## src/hdl/act_pkg.sv

```systemverilog
`default_nettype none
// ----------------------------------------------------------------------------
// act_pkg: shared types and constants
// Types, codes and sizes used by the front, the queue and the back end.
// ----------------------------------------------------------------------------
package act_pkg;
    localparam int ENTRIES   = 16;
    localparam int IDX_W     = $clog2(ENTRIES);
    localparam int QDEPTH    = 2;
    localparam int QPTR_W    = $clog2(QDEPTH);

    localparam logic [1:0] MODE_REQ   = 2'd0;
    localparam logic [1:0] MODE_REPLY = 2'd1;
    localparam logic [1:0] MODE_TICK  = 2'd2;

    localparam logic [1:0] ST_FREE     = 2'd0;
    localparam logic [1:0] ST_PENDING  = 2'd1;
    localparam logic [1:0] ST_RESOLVED = 2'd2;

    localparam logic [2:0] RS_PRESENT  = 3'd0;
    localparam logic [2:0] RS_NEW      = 3'd1;
    localparam logic [2:0] RS_FULL     = 3'd2;
    localparam logic [2:0] RS_RESOLVED = 3'd3;
    localparam logic [2:0] RS_NO_ENTRY = 3'd4;
    localparam logic [2:0] RS_TICK     = 3'd5;

    localparam logic [0:0] CFG_LIFETIME = 1'b0;
    localparam logic [0:0] CFG_MAX_ATT  = 1'b1;

    typedef struct packed {
        logic [1:0]  mode;
        logic [31:0] ip_addr;
        logic [47:0] mac_addr;
        logic [15:0] elapsed;
    } t_item;

    typedef struct packed {
        logic  valid;
        logic  ready;
    } t_qctl;
endpackage
`default_nettype wire

```

## src/hdl/act_front.sv

```systemverilog
`default_nettype none
// ----------------------------------------------------------------------------
// act_front: command intake
// Takes an item on start and pushes it into a short queue for the back end.
// ----------------------------------------------------------------------------
module act_front (
    input  wire logic          i_clk,
    input  wire logic          i_rst_n,
    input  wire logic          i_push,
    input  wire act_pkg::t_item i_item,
    input  wire logic          i_pop,
    output act_pkg::t_qctl     o_ctl,
    output act_pkg::t_item     o_item
);
    import act_pkg::*;

    t_item             r_q [QDEPTH];
    logic [QPTR_W-1:0] r_wp, r_rp;
    logic [QPTR_W:0]   r_cnt;

    always_ff @(posedge i_clk) begin
        if (!i_rst_n) begin
            r_wp  <= '0;
            r_rp  <= '0;
            r_cnt <= '0;
        end else begin
            if (i_push) begin
                r_q[r_wp] <= i_item;
                r_wp      <= r_wp + 1'b1;
            end
            if (i_pop) r_rp <= r_rp + 1'b1;
            r_cnt <= r_cnt + {{QPTR_W{1'b0}}, i_push} - {{QPTR_W{1'b0}}, i_pop};
        end
    end

    assign o_ctl.valid = (r_cnt != '0);
    assign o_ctl.ready = (r_cnt != (QPTR_W+1)'(QDEPTH));
    assign o_item      = r_q[r_rp];
endmodule
`default_nettype wire

```

## src/hdl/act_back.sv

```systemverilog
`default_nettype none
// ----------------------------------------------------------------------------
// act_back: table and executor
// Holds the entries, matches addresses in parallel and applies each item.
// ----------------------------------------------------------------------------
module act_back (
    input  wire logic           i_clk,
    input  wire logic           i_rst_n,
    input  wire act_pkg::t_qctl i_ctl,
    input  wire act_pkg::t_item i_item,
    output logic                o_pop,
    input  wire logic           i_cfg_we,
    input  wire logic [0:0]     i_cfg_idx,
    input  wire logic [31:0]    i_cfg_data,
    output logic                o_strobe,
    output logic [4:0]          o_slot,
    output logic [2:0]          o_status,
    output logic [1:0]          o_entry_state
);
    import act_pkg::*;

    logic [31:0] r_ip  [ENTRIES];
    logic [47:0] r_mac [ENTRIES];
    logic [1:0]  r_st  [ENTRIES];
    logic [3:0]  r_tr  [ENTRIES];
    logic [15:0] r_rem [ENTRIES];
    logic [15:0] r_life;
    logic [3:0]  r_maxa;

    logic [ENTRIES-1:0] hit, fre, giveup;
    logic               any_hit, any_free, any_give;
    logic [IDX_W-1:0]   hit_k, free_k, give_k;

    always_comb begin
        any_hit = 1'b0; any_free = 1'b0; any_give = 1'b0;
        hit_k = '0; free_k = '0; give_k = '0;
        for (int k = 0; k < ENTRIES; k++) begin
            hit[k]    = (r_st[k] != ST_FREE) && (r_ip[k] == i_item.ip_addr);
            fre[k]    = (r_st[k] == ST_FREE);
            giveup[k] = (r_st[k] == ST_PENDING) && (r_tr[k] >= r_maxa);
        end
        for (int k = ENTRIES-1; k >= 0; k--) begin
            if (hit[k])    begin any_hit  = 1'b1; hit_k  = IDX_W'(k); end
            if (fre[k])    begin any_free = 1'b1; free_k = IDX_W'(k); end
            if (giveup[k]) begin any_give = 1'b1; give_k = IDX_W'(k); end
        end
    end

    assign o_pop = i_ctl.valid;

    always_ff @(posedge i_clk) begin
        if (!i_rst_n) begin
            for (int k = 0; k < ENTRIES; k++) begin
                r_ip[k] <= '0; r_mac[k] <= '0; r_st[k] <= ST_FREE;
                r_tr[k] <= '0; r_rem[k] <= '0;
            end
            r_life   <= 16'd300;
            r_maxa   <= 4'd5;
            o_strobe <= 1'b0;
        end else begin
            o_strobe <= i_ctl.valid;
            if (i_cfg_we) begin
                case (i_cfg_idx)
                    CFG_LIFETIME: r_life <= i_cfg_data[15:0];
                    CFG_MAX_ATT:  r_maxa <= i_cfg_data[3:0];
                    default: ;
                endcase
            end
            if (i_ctl.valid) begin
                o_slot <= '0; o_status <= RS_NO_ENTRY; o_entry_state <= ST_FREE;
                case (i_item.mode)
                    MODE_REQ: begin
                        if (any_hit) begin
                            o_slot <= 5'(hit_k) + 5'd1;
                            o_status <= RS_PRESENT;
                            o_entry_state <= r_st[hit_k];
                        end else if (!any_free) begin
                            o_status <= RS_FULL;
                        end else begin
                            r_ip[free_k] <= i_item.ip_addr;
                            r_mac[free_k] <= '0;
                            r_st[free_k] <= ST_PENDING;
                            r_tr[free_k] <= 4'd1;
                            r_rem[free_k] <= '0;
                            o_slot <= 5'(free_k) + 5'd1;
                            o_status <= RS_NEW;
                            o_entry_state <= ST_PENDING;
                        end
                    end
                    MODE_REPLY: begin
                        if (any_hit) begin
                            r_mac[hit_k] <= i_item.mac_addr;
                            r_st[hit_k] <= ST_RESOLVED;
                            r_rem[hit_k] <= r_life;
                            o_slot <= 5'(hit_k) + 5'd1;
                            o_status <= RS_RESOLVED;
                            o_entry_state <= ST_RESOLVED;
                        end
                    end
                    MODE_TICK: begin
                        // entries past the first give-up are untouched
                        for (int k = 0; k < ENTRIES; k++) begin
                            if (!any_give || IDX_W'(k) < give_k) begin
                                if (r_st[k] == ST_RESOLVED) begin
                                    if (r_rem[k] > i_item.elapsed)
                                        r_rem[k] <= r_rem[k] - i_item.elapsed;
                                    else begin
                                        r_ip[k] <= '0; r_mac[k] <= '0;
                                        r_st[k] <= ST_FREE; r_tr[k] <= '0;
                                        r_rem[k] <= '0;
                                    end
                                end else if (r_st[k] == ST_PENDING && r_tr[k] != 4'hF)
                                    r_tr[k] <= r_tr[k] + 1'b1;
                            end
                        end
                        if (any_give) begin
                            r_ip[give_k] <= '0; r_mac[give_k] <= '0;
                            r_st[give_k] <= ST_FREE; r_tr[give_k] <= '0;
                            r_rem[give_k] <= '0;
                            o_slot <= 5'(give_k) + 5'd1;
                        end
                        o_status <= RS_TICK;
                    end
                    default: ;
                endcase
            end
        end
    end
endmodule
`default_nettype wire

```

## src/hdl/arp_cache_table_unit.sv

```systemverilog
`default_nettype none
// ----------------------------------------------------------------------------
// arp_cache_table_unit: address-resolution cache
// Sixteen-entry IP to MAC cache with request, reply and aging tick commands.
// ----------------------------------------------------------------------------
// Usage:
//   Command channel: drive i_mode/i_ip_addr/i_mac_addr/i_elapsed with
//   i_start; the item is taken on a cycle where o_busy is low.
//   Every item gives one result on o_slot/o_status/o_entry_state, marked by
//   o_done for one cycle; the item is first registered in the act_front
//   queue, and act_back then registers the result.
//   A two-item queue sits between intake and the table; the table retires
//   one item per cycle, so the queue never fills and o_busy stays low: a new
//   item can be taken every cycle.
//   Lookups compare all entries in parallel; a tick ages, in the same cycle,
//   every entry below the first one to give up (all if none does) and frees that one.
//   Config: i_cfg_valid/i_cfg_addr/i_cfg_data, always ready; write only
//   while idle. Reset frees all entries, lifetime 300, max attempts 5.
//   The receiver cannot stall: a result is shown exactly once.
// ----------------------------------------------------------------------------
module arp_cache_table_unit (
    input  wire logic        i_clk,
    input  wire logic        i_rst_n,
    input  wire logic        i_start,
    output logic             o_busy,
    input  wire logic [1:0]  i_mode,
    input  wire logic [31:0] i_ip_addr,
    input  wire logic [47:0] i_mac_addr,
    input  wire logic [15:0] i_elapsed,
    output logic             o_done,
    output logic [4:0]       o_slot,
    output logic [2:0]       o_status,
    output logic [1:0]       o_entry_state,
    input  wire logic        i_cfg_valid,
    output logic             o_cfg_ready,
    input  wire logic [0:0]  i_cfg_addr,
    input  wire logic [31:0] i_cfg_data
);
    import act_pkg::*;

    t_item item, q_item;
    t_qctl q_ctl;
    logic  pop;

    assign item = '{mode: i_mode, ip_addr: i_ip_addr, mac_addr: i_mac_addr,
                    elapsed: i_elapsed};
    assign o_busy      = !q_ctl.ready;
    assign o_cfg_ready = 1'b1;

    act_front u_front (
        .i_clk(i_clk), .i_rst_n(i_rst_n), .i_push(i_start && q_ctl.ready),
        .i_item(item), .i_pop(pop), .o_ctl(q_ctl), .o_item(q_item)
    );

    act_back u_back (
        .i_clk(i_clk), .i_rst_n(i_rst_n), .i_ctl(q_ctl), .i_item(q_item),
        .o_pop(pop), .i_cfg_we(i_cfg_valid), .i_cfg_idx(i_cfg_addr),
        .i_cfg_data(i_cfg_data), .o_strobe(o_done), .o_slot(o_slot),
        .o_status(o_status), .o_entry_state(o_entry_state)
    );
endmodule
`default_nettype wire

```

## config.mk

```make
export PLATFORM = sky130hd
export DESIGN_NAME = arp_cache_table_unit
export DESIGN_NICKNAME = d
export VERILOG_FILES = /design/src/hdl/act_pkg.sv /design/src/hdl/act_front.sv /design/src/hdl/act_back.sv /design/src/hdl/arp_cache_table_unit.sv
export SDC_FILE = /design/constraint.sdc
export NUM_CORES = 2
export LEC_CHECK = 0
export ABC_AREA = 1
export ABC_CLOCK_PERIOD_IN_PS = 9000
export BUFFER_PORTS_ARGS = -buffer_cell sky130_fd_sc_hd__buf_2
export CORE_AREA = 2 2 446 448
export DETAILED_ROUTE_END_ITERATION = 10
export DIE_AREA = 0 0 448 450
export MAX_ROUTING_LAYER = met4
export PLACE_DENSITY = 0.43
export SYNTH_ARGS = -nofsm -noshare
export SYNTH_HDL_FRONTEND = slang
export SYNTH_SLANG_ARGS = --single-unit
```

## constraint.sdc

```tcl
create_clock -name i_clk -period 9 [get_ports i_clk]
set_input_delay 0 -clock i_clk [delete_from_list [all_inputs] [get_ports i_clk]]
set_output_delay 0 -clock i_clk [all_outputs]
set_load 0.01 [all_outputs]
```

After elaboration in Yosys (flattened, before gate mapping). Memory sizes are Yosys's and may differ from the RTL's. A register that Yosys moved wholly into a read port is not among the register bits. Index checks and enable logic that the tools add are counted.

Add/subtract/negate cells: 39. Magnitude comparators: 48. Equal/unequal tests: 67. Multiplexer cells: 593. Bitwise operators: 97. Reductions and logical operators: 114.

Operators by type and width (number): 32-bit 2-to-1 mux (18); 16-bit 2-to-1 mux (35); 32-bit equality test (16); 1-bit 2-to-1 mux (417); 4-bit 2-to-1 mux (92); 16-bit > comparator (16); 16-bit subtractor (16); 1-bit bitwise OR (96); 4-bit by 1-bit adder with 4-bit output, second input constant (16); 4-bit greater-or-equal comparator (16); 4-bit inequality test, second input constant (16); 32-bit OR reduction (2); 1-bit logical AND (49); 16-bit OR reduction (3); 2-bit 2-to-1 mux (22); 2-bit by 1-bit equality test with 1-bit output, second input constant (17); 2-bit equality test, second input constant (17); 2-bit logical NOT (17); 2-bit nonzero test (17); 4-bit < comparator, first input constant (8); 5-bit 2-to-1 mux (4); 1-bit logical OR (16); 3-bit by 4-bit < comparator with 1-bit output, first input constant (4); 4-bit by 1-bit adder with 5-bit output, second input constant (3); 15 further kinds (25).

Bits in registers: 35. RAM bits: 1060. Input bits: 135. Output and inout port bits: 13. Word-level logic and storage cells: 972. Memories kept: 5.

Memories: u_back.r_ip (words 16, bits a word 32, read ports 16, clocked after memory_dff 0, write ports 16, RTL line act_back.sv:22) `logic [31:0] r_ip [ENTRIES];`; u_back.r_rem (words 16, bits a word 16, read ports 16, clocked after memory_dff 0, write ports 16, RTL line act_back.sv:26) `logic [15:0] r_rem [ENTRIES];`; u_front.r_q (words 2, bits a word 98, read ports 1, clocked after memory_dff 1, write ports 1, RTL line act_front.sv:17) `t_item r_q [QDEPTH];`; u_back.r_tr (words 16, bits a word 4, read ports 16, clocked after memory_dff 0, write ports 16, RTL line act_back.sv:25) `logic [3:0] r_tr [ENTRIES];`; u_back.r_st (words 16, bits a word 2, read ports 17, clocked after memory_dff 0, write ports 16, RTL line act_back.sv:24) `logic [1:0] r_st [ENTRIES];`.

Depth between registers and ports, before layout. An unclocked memory read counts as a cell.

Depth in word-level cells: 30. Gate-level depth with buffers: 36. Mapped depth without buffers: 34.

Hierarchy. A second synthesis with hierarchy kept.

Cells, all modules: 6372. Area total of the unflattened synthesis: 61918.1 um^2.

Modules (own cells, without submodules): act_back (instances 1, cells each 6030, area each 54522.3 um^2, seq. area each 26185.1 um^2); act_front (instances 1, cells each 337, area each 7373.3 um^2, seq. area each 5985.7 um^2); arp_cache_table_unit (instances 1, cells each 5, area each 22.5 um^2, seq. area each 0.0 um^2).

Worst setup path after synthesis. Ideal clock, no wire load.

Path type: reg-to-reg. From: register (tool-made name). To: memory u_back.r_ip[5][0], enable pin. Setup time: 0.479 ns. Arrival time: 5.940 ns. Data required time: 8.521 ns. Slack: 2.581 ns. Stages on the path, launching flop included: 23. Buffers on the path: 5. Period minus slack after synthesis: 6.419 ns. Path through: dfxtp_1 > buf_6 > buf_6 > buf_6 > buf_4 > buf_1 > mux2i_1 > fa_1 > a21oi_1 > o21ai_0 > nand2_1 > a21oi_1 > o21ai_0 > nand2_1 > a21oi_1 > o21ai_0 > nand3_1 > nand2_1 > inv_1 > o21ai_0 > nand3_1 > o21ai_0 > nand2_1.

RTL lines (RTL line): to (decl) (act_back.sv:22).

==> reports/results.md <==
| Stage | Quantity | Reported |
|:---|:---|:---|
| timing | Transition time of the tightest slew-check pin | 1.20 ns |
| worst hold path | Hold path startpoint | i_cfg_data[2] |
| pwr | Proportion of power drawn by flip-flops and latches | 42.9% |
| setup path | Capture instance of the worst register-to-register path | u_back.r_rem[2][4]$_DFFE_PP_ |
| timing | Crit share post-route | 74.5% |
| pwr | Leak | 27.6 nW |
| place | Sum of net half-perimeters after detailed placement | 146,000 um |
| timing | Number of slew-limit violations in the final report | 0 |
| pwr | Power per cell area | 188 nW/um^2 |
| run status | Result of the run | completed |
| clocking | Clk buf depth | 3 |
| timing | Final setup violation count | 0 |
| die | Top Ports | 148 |
| logic synthesis | Library cell occupying the most area in the post-synthesis netlist | sky130_fd_sc_hd__edfxtp_1 |
| logic synthesis | Number of library cell types mapped by synthesis | 72 |
| logic synthesis | Ranking of synthesized cells by instance count | sky130_fd_sc_hd__nand2_1 (1,021), sky130_fd_sc_hd__edfxtp_1 (926), sky130_fd_sc_hd__nor2_1 (908), sky130_fd_sc_hd__inv_1 (602), sky130_fd_sc_hd__ha_1 (340) |
| clocking | Number of buffers inserted to repair setup after CTS | 0 |
| drt | Length of the first detailed-routing pass in iterations | 6 |
| flow run | Max-capacitance violation count | 0 |
| setup path | Cell mode on critical path | sky130_fd_sc_hd__nand2_1 |
| pwr | VDD IR-drop max | 0.174 mV |
| setup path | Critical-path top delay cell | sky130_fd_sc_hd__nand4_1 |
| setup path | Number of buffer and inverter stages on the critical path | 4 |
| setup path | Cell family contributing the most delay on the critical path | simple AND/OR/NAND/NOR gates |
| timing | Unrepaired setup endpoints after global routing | false |
| place | Count of buffers inserted at the top-level ports | 82 |
| drt | Vias per cell | 4.99 |
| logic synthesis | Area fraction of the dominant cell type after synthesis | 47.4% |
| setup path | Maximum single-stage delay on the critical path | 0.89 ns |
| setup path | Crit. End Element | register |
| clocking | Cts hold-fix bufs | 147 |
| layout | Non-Filler Cell Area, Final | 67,900 um^2 |
| timing | Achievable Freq | 0.149 GHz |
| pwr | Internal power contribution | 8.97 mW |
| drt | Initial DRC Count | 3,854 |
| timing | Maximum clock skew at final layout | 0.0348 ns |
| grt | Via count of the first global-routing pass | 45,300 |
| setup path | Critical path peak fanout | 52 |
| drt | Total Routed Length | 215,000 um |
| grt | Total congestion overflow | 0 |
| setup path | Critical Path RT | 9.19 ns |
| logic synthesis | Number of instances in the synthesized netlist | 6,317 |
| die | DIE WIDTH | 448 um |
| logic synthesis | Post-synthesis sequential area ratio | 49.9% |
| worst hold path | Hold path endpoint | u_back.r_life[2]$_SDFFE_PN1P_ |
| logic synthesis | Synth Register Bits | 1,000 |
| setup path | Reg-to-reg setup timing slack | 2.29 ns |
| clocking | Clock Latency Late Sink | 0.78 ns |
| drt | Via count | 46,500 |
| clocking | Clock tree from TritonCTS | done |
| logic synthesis | Area contributors post-synth | sky130_fd_sc_hd__edfxtp_1 (47%), sky130_fd_sc_hd__ha_1 (7.3%), sky130_fd_sc_hd__nand2_1 (6.5%), sky130_fd_sc_hd__nor2_1 (5.8%), sky130_fd_sc_hd__inv_1 (3.9%) |
| logic synthesis | Most used flip-flop cell after synthesis | sky130_fd_sc_hd__edfxtp_1 |
| timing | Hold Fails Final Rpt | 0 |
| logic synthesis | Most instantiated library cell after synthesis | sky130_fd_sc_hd__nand2_1 |
| setup path | Worst R2R Path Depth | 24 |
| layout | Area growth syn-to-layout | 15.8% |
| die | Core region area | 197,000 um^2 |
| setup path | Critical path launch point type | register |
| clocking | Post-CTS resize count | 0 |
| logic synthesis | Syn Nets | 6,808 |
| die | Effective utilization at floorplan | 29.8% |
| drt | DRC | 0 |
| pwr | Part of the power in the clock network | 38.6% |
| clocking | Number of buffers added by the clock tree synthesis step | 118 |
| timing | Post-Route Setup TNS | 0 ns |
| die | DIE AREA | 202,000 um^2 |
| clocking | Sinks on Clock Net | 1,000 |
| grt | Total routing usage reported by global routing | 21.6% |
| logic synthesis | Cell area after synthesis | 58,700 um^2 |
| grt | Pin count of the biggest net entering global routing | 53 |
| grt | Antenna violations before repair | 5 |
| timing | Worst max-slew margin expressed relative to the limit | 19.0% |
| worst hold path | Worst min path class | input port to register |
| pwr | Switching Share | 29.7% |
| clocking | CTS H-tree depth | 3 |
| grt | Wire length of the first global-routing pass | 312,000 um |
| pwr | Net switching component of the power | 3.78 mW |
| drt | DR WL/cell | 23.1 um |
| setup path | Critical path start-end classification | register to register |
| logic synthesis | Post-synth EDFFs | 926 |
| timing | Final worst path period need | 6.71 ns |
| logic synthesis | Synth Warn # | 0 |
| setup path | Cells along the critical path | inv_4, nand2_1, nand2_2, buf_4, o22ai_1, nor2_1, nand4_1, nor4_1, nand4_1, nand2_1, nand2_1, nand2_1, nand2_1, nand2_1, nand2_1, nand2_2, nand2_1, buf_4, nand2_1, nand2_2, inv_2, nor2_4, nand2_2, nand4_1 |
| drt | Detail Route Antenna Nets | 0 |
| setup path | CP Data Arrival Time | 6.89 ns |
| worst hold path | Instance count along the most critical hold path | 4 |
| logic synthesis | Mean post-synth cell area | 9.29 um^2 |
| logic synthesis | Share of flip-flops with an asynchronous set or reset | 0% |
| die | Chip height | 450 um |
| place | Total cell area at the placement stage | 62,600 um^2 |
| layout | Final layout net count | 7,060 |
| layout | FILL cells | 20,100 |
| place | Placer's final routability congestion estimate | 0.891 |
| clocking | Root cell of the clock tree | sky130_fd_sc_hd__clkbuf_16 |
| clocking | Worst-path clk slew | 0.06 ns |
| layout | Fraction of final layout cells with drive strength greater than 1 | 8.92% |
| pwr | Combinational Power Share | 18.5% |
| die | Site row count | 163 |
| pwr | Total power | 12.7 mW |
## state kept, by name, indices dropped and copies added, names as in the netlist, named ones only
signal and flops:
u_back.r_tr 64, u_back.o_strobe 1, u_back.o_status 3, u_back.r_ip 512
u_back.o_slot 5, u_back.r_rem 256, u_front.r_cnt 2, u_front.r_q 100
u_back.o_entry_state 2, u_front.r_wp 1, u_back.r_maxa 4, u_back.r_life 16
u_back.r_st 32, u_front.r_rp 1
## through the flow
step                      instances  util [%]  setup slack (ns)  hold slack (ns)
final                          9313      34.6              2.29            0.171
after global routing           9313      34.6              1.85            0.144
after CTS                      9312      34.6              2.23           0.0799
after detailed placement       8942      31.8              2.20            0.192
after global placement         8942      31.8              2.30            0.189
after floorplan                6317         -              2.58           0.0989
## logic make-up after synthesis
kind of cell,after synthesis,synth area share (%)
AND/OR/NAND/NOR,2571,18.7
other,1,0.00639
AO/OA/AOI/OAI,1084,10.9
flip-flops,1000,49.9
XOR/XNOR,419,6.26
buffers and inverters,871,6.11
adder cells (fa/ha/maj),356,7.80
multiplexers,15,0.256
## layout make-up
type / count / area [um^2] / area share, %
clock inverters: 71 / 608 / 0.895
clock buffers: 152 / 3290 / 4.84
multi-input cells: 4446 / 26100 / 38.4
inverters: 626 / 2350 / 3.46
flip-flops and latches: 1000 / 29300 / 43.1
diodes: 1 / 2.50 / 0.00368
repair buffers: 377 / 3030 / 4.46
well taps: 2640 / 3300 / 4.86
## worst max path at each step
stage | startpoint | endpoint | cells past startpoint
floorplan | register | u_back.r_ip[5][0]$_SDFFCE_PN0P_ | 22
global placement | register | u_back.r_rem[2][6]$_DFFE_PP_ | 24
detailed placement | register | u_back.r_rem[2][5]$_DFFE_PP_ | 24
CTS | register | u_back.r_rem[2][10]$_DFFE_PP_ | 24
global route | register | u_back.r_rem[4][0]$_DFFE_PP_ | 24
finish | register | u_back.r_rem[2][4]$_DFFE_PP_ | 24
## per-layer routing
layer	up-vias	track usage (%)	share of wire (%)
met5	-	-	0
met4	0	5.52	2.8
met3	289	2.20	3.8
met2	1085	35.9	48
met1	22700	28.2	45
li1	22400	-	-
## worst min-delay path: stages
cell,delay [ns]
sky130_fd_sc_hd__dlygate4sd3_1,0.54
sky130_fd_sc_hd__buf_2,0.20
sky130_fd_sc_hd__nand2_1,0.08
sky130_fd_sc_hd__nand3_1,0.07
## cell usage in the layout, fill, tap and decap left out, drive strengths merged, types with 9 or more instances in the layout
master,Yosys,final
nand2,1066,1066
nor2,941,941
edfxtp,926,926
inv,624,625
ha,340,340
o21ai,336,336
a21oi,283,283
nand3,264,264
xor2,240,240
o22ai,235,235
buf,144,230
xnor2,179,179
clkbuf,101,152
dlygate4sd3,0,147
nand4,98,98
dfxtp,74,74
nor3,71,71
clkinv,2,60
o21bai,49,49
nor4,44,44
or2,43,43
o211ai,25,25
o2111ai,23,23
and2,23,23
o21a,20,20
o221ai,17,17
a21boi,16,16
fa,16,16
a211oi,15,15
mux2i,15,15
a221oi,14,14
nand3b,9,9
## power by group through the flow
stage | logic [mW] | registers (mW) | clock network [mW]
floorplan | 1.58 | 5.52 | 0
global placement | 2.29 | 5.56 | 0
detailed placement | 2.30 | 5.57 | 0
CTS | 2.37 | 5.47 | 5.01
global route | 2.61 | 5.49 | 5.19
finish | 2.36 | 5.47 | 4.91
(Power assumes the default switching activity.)
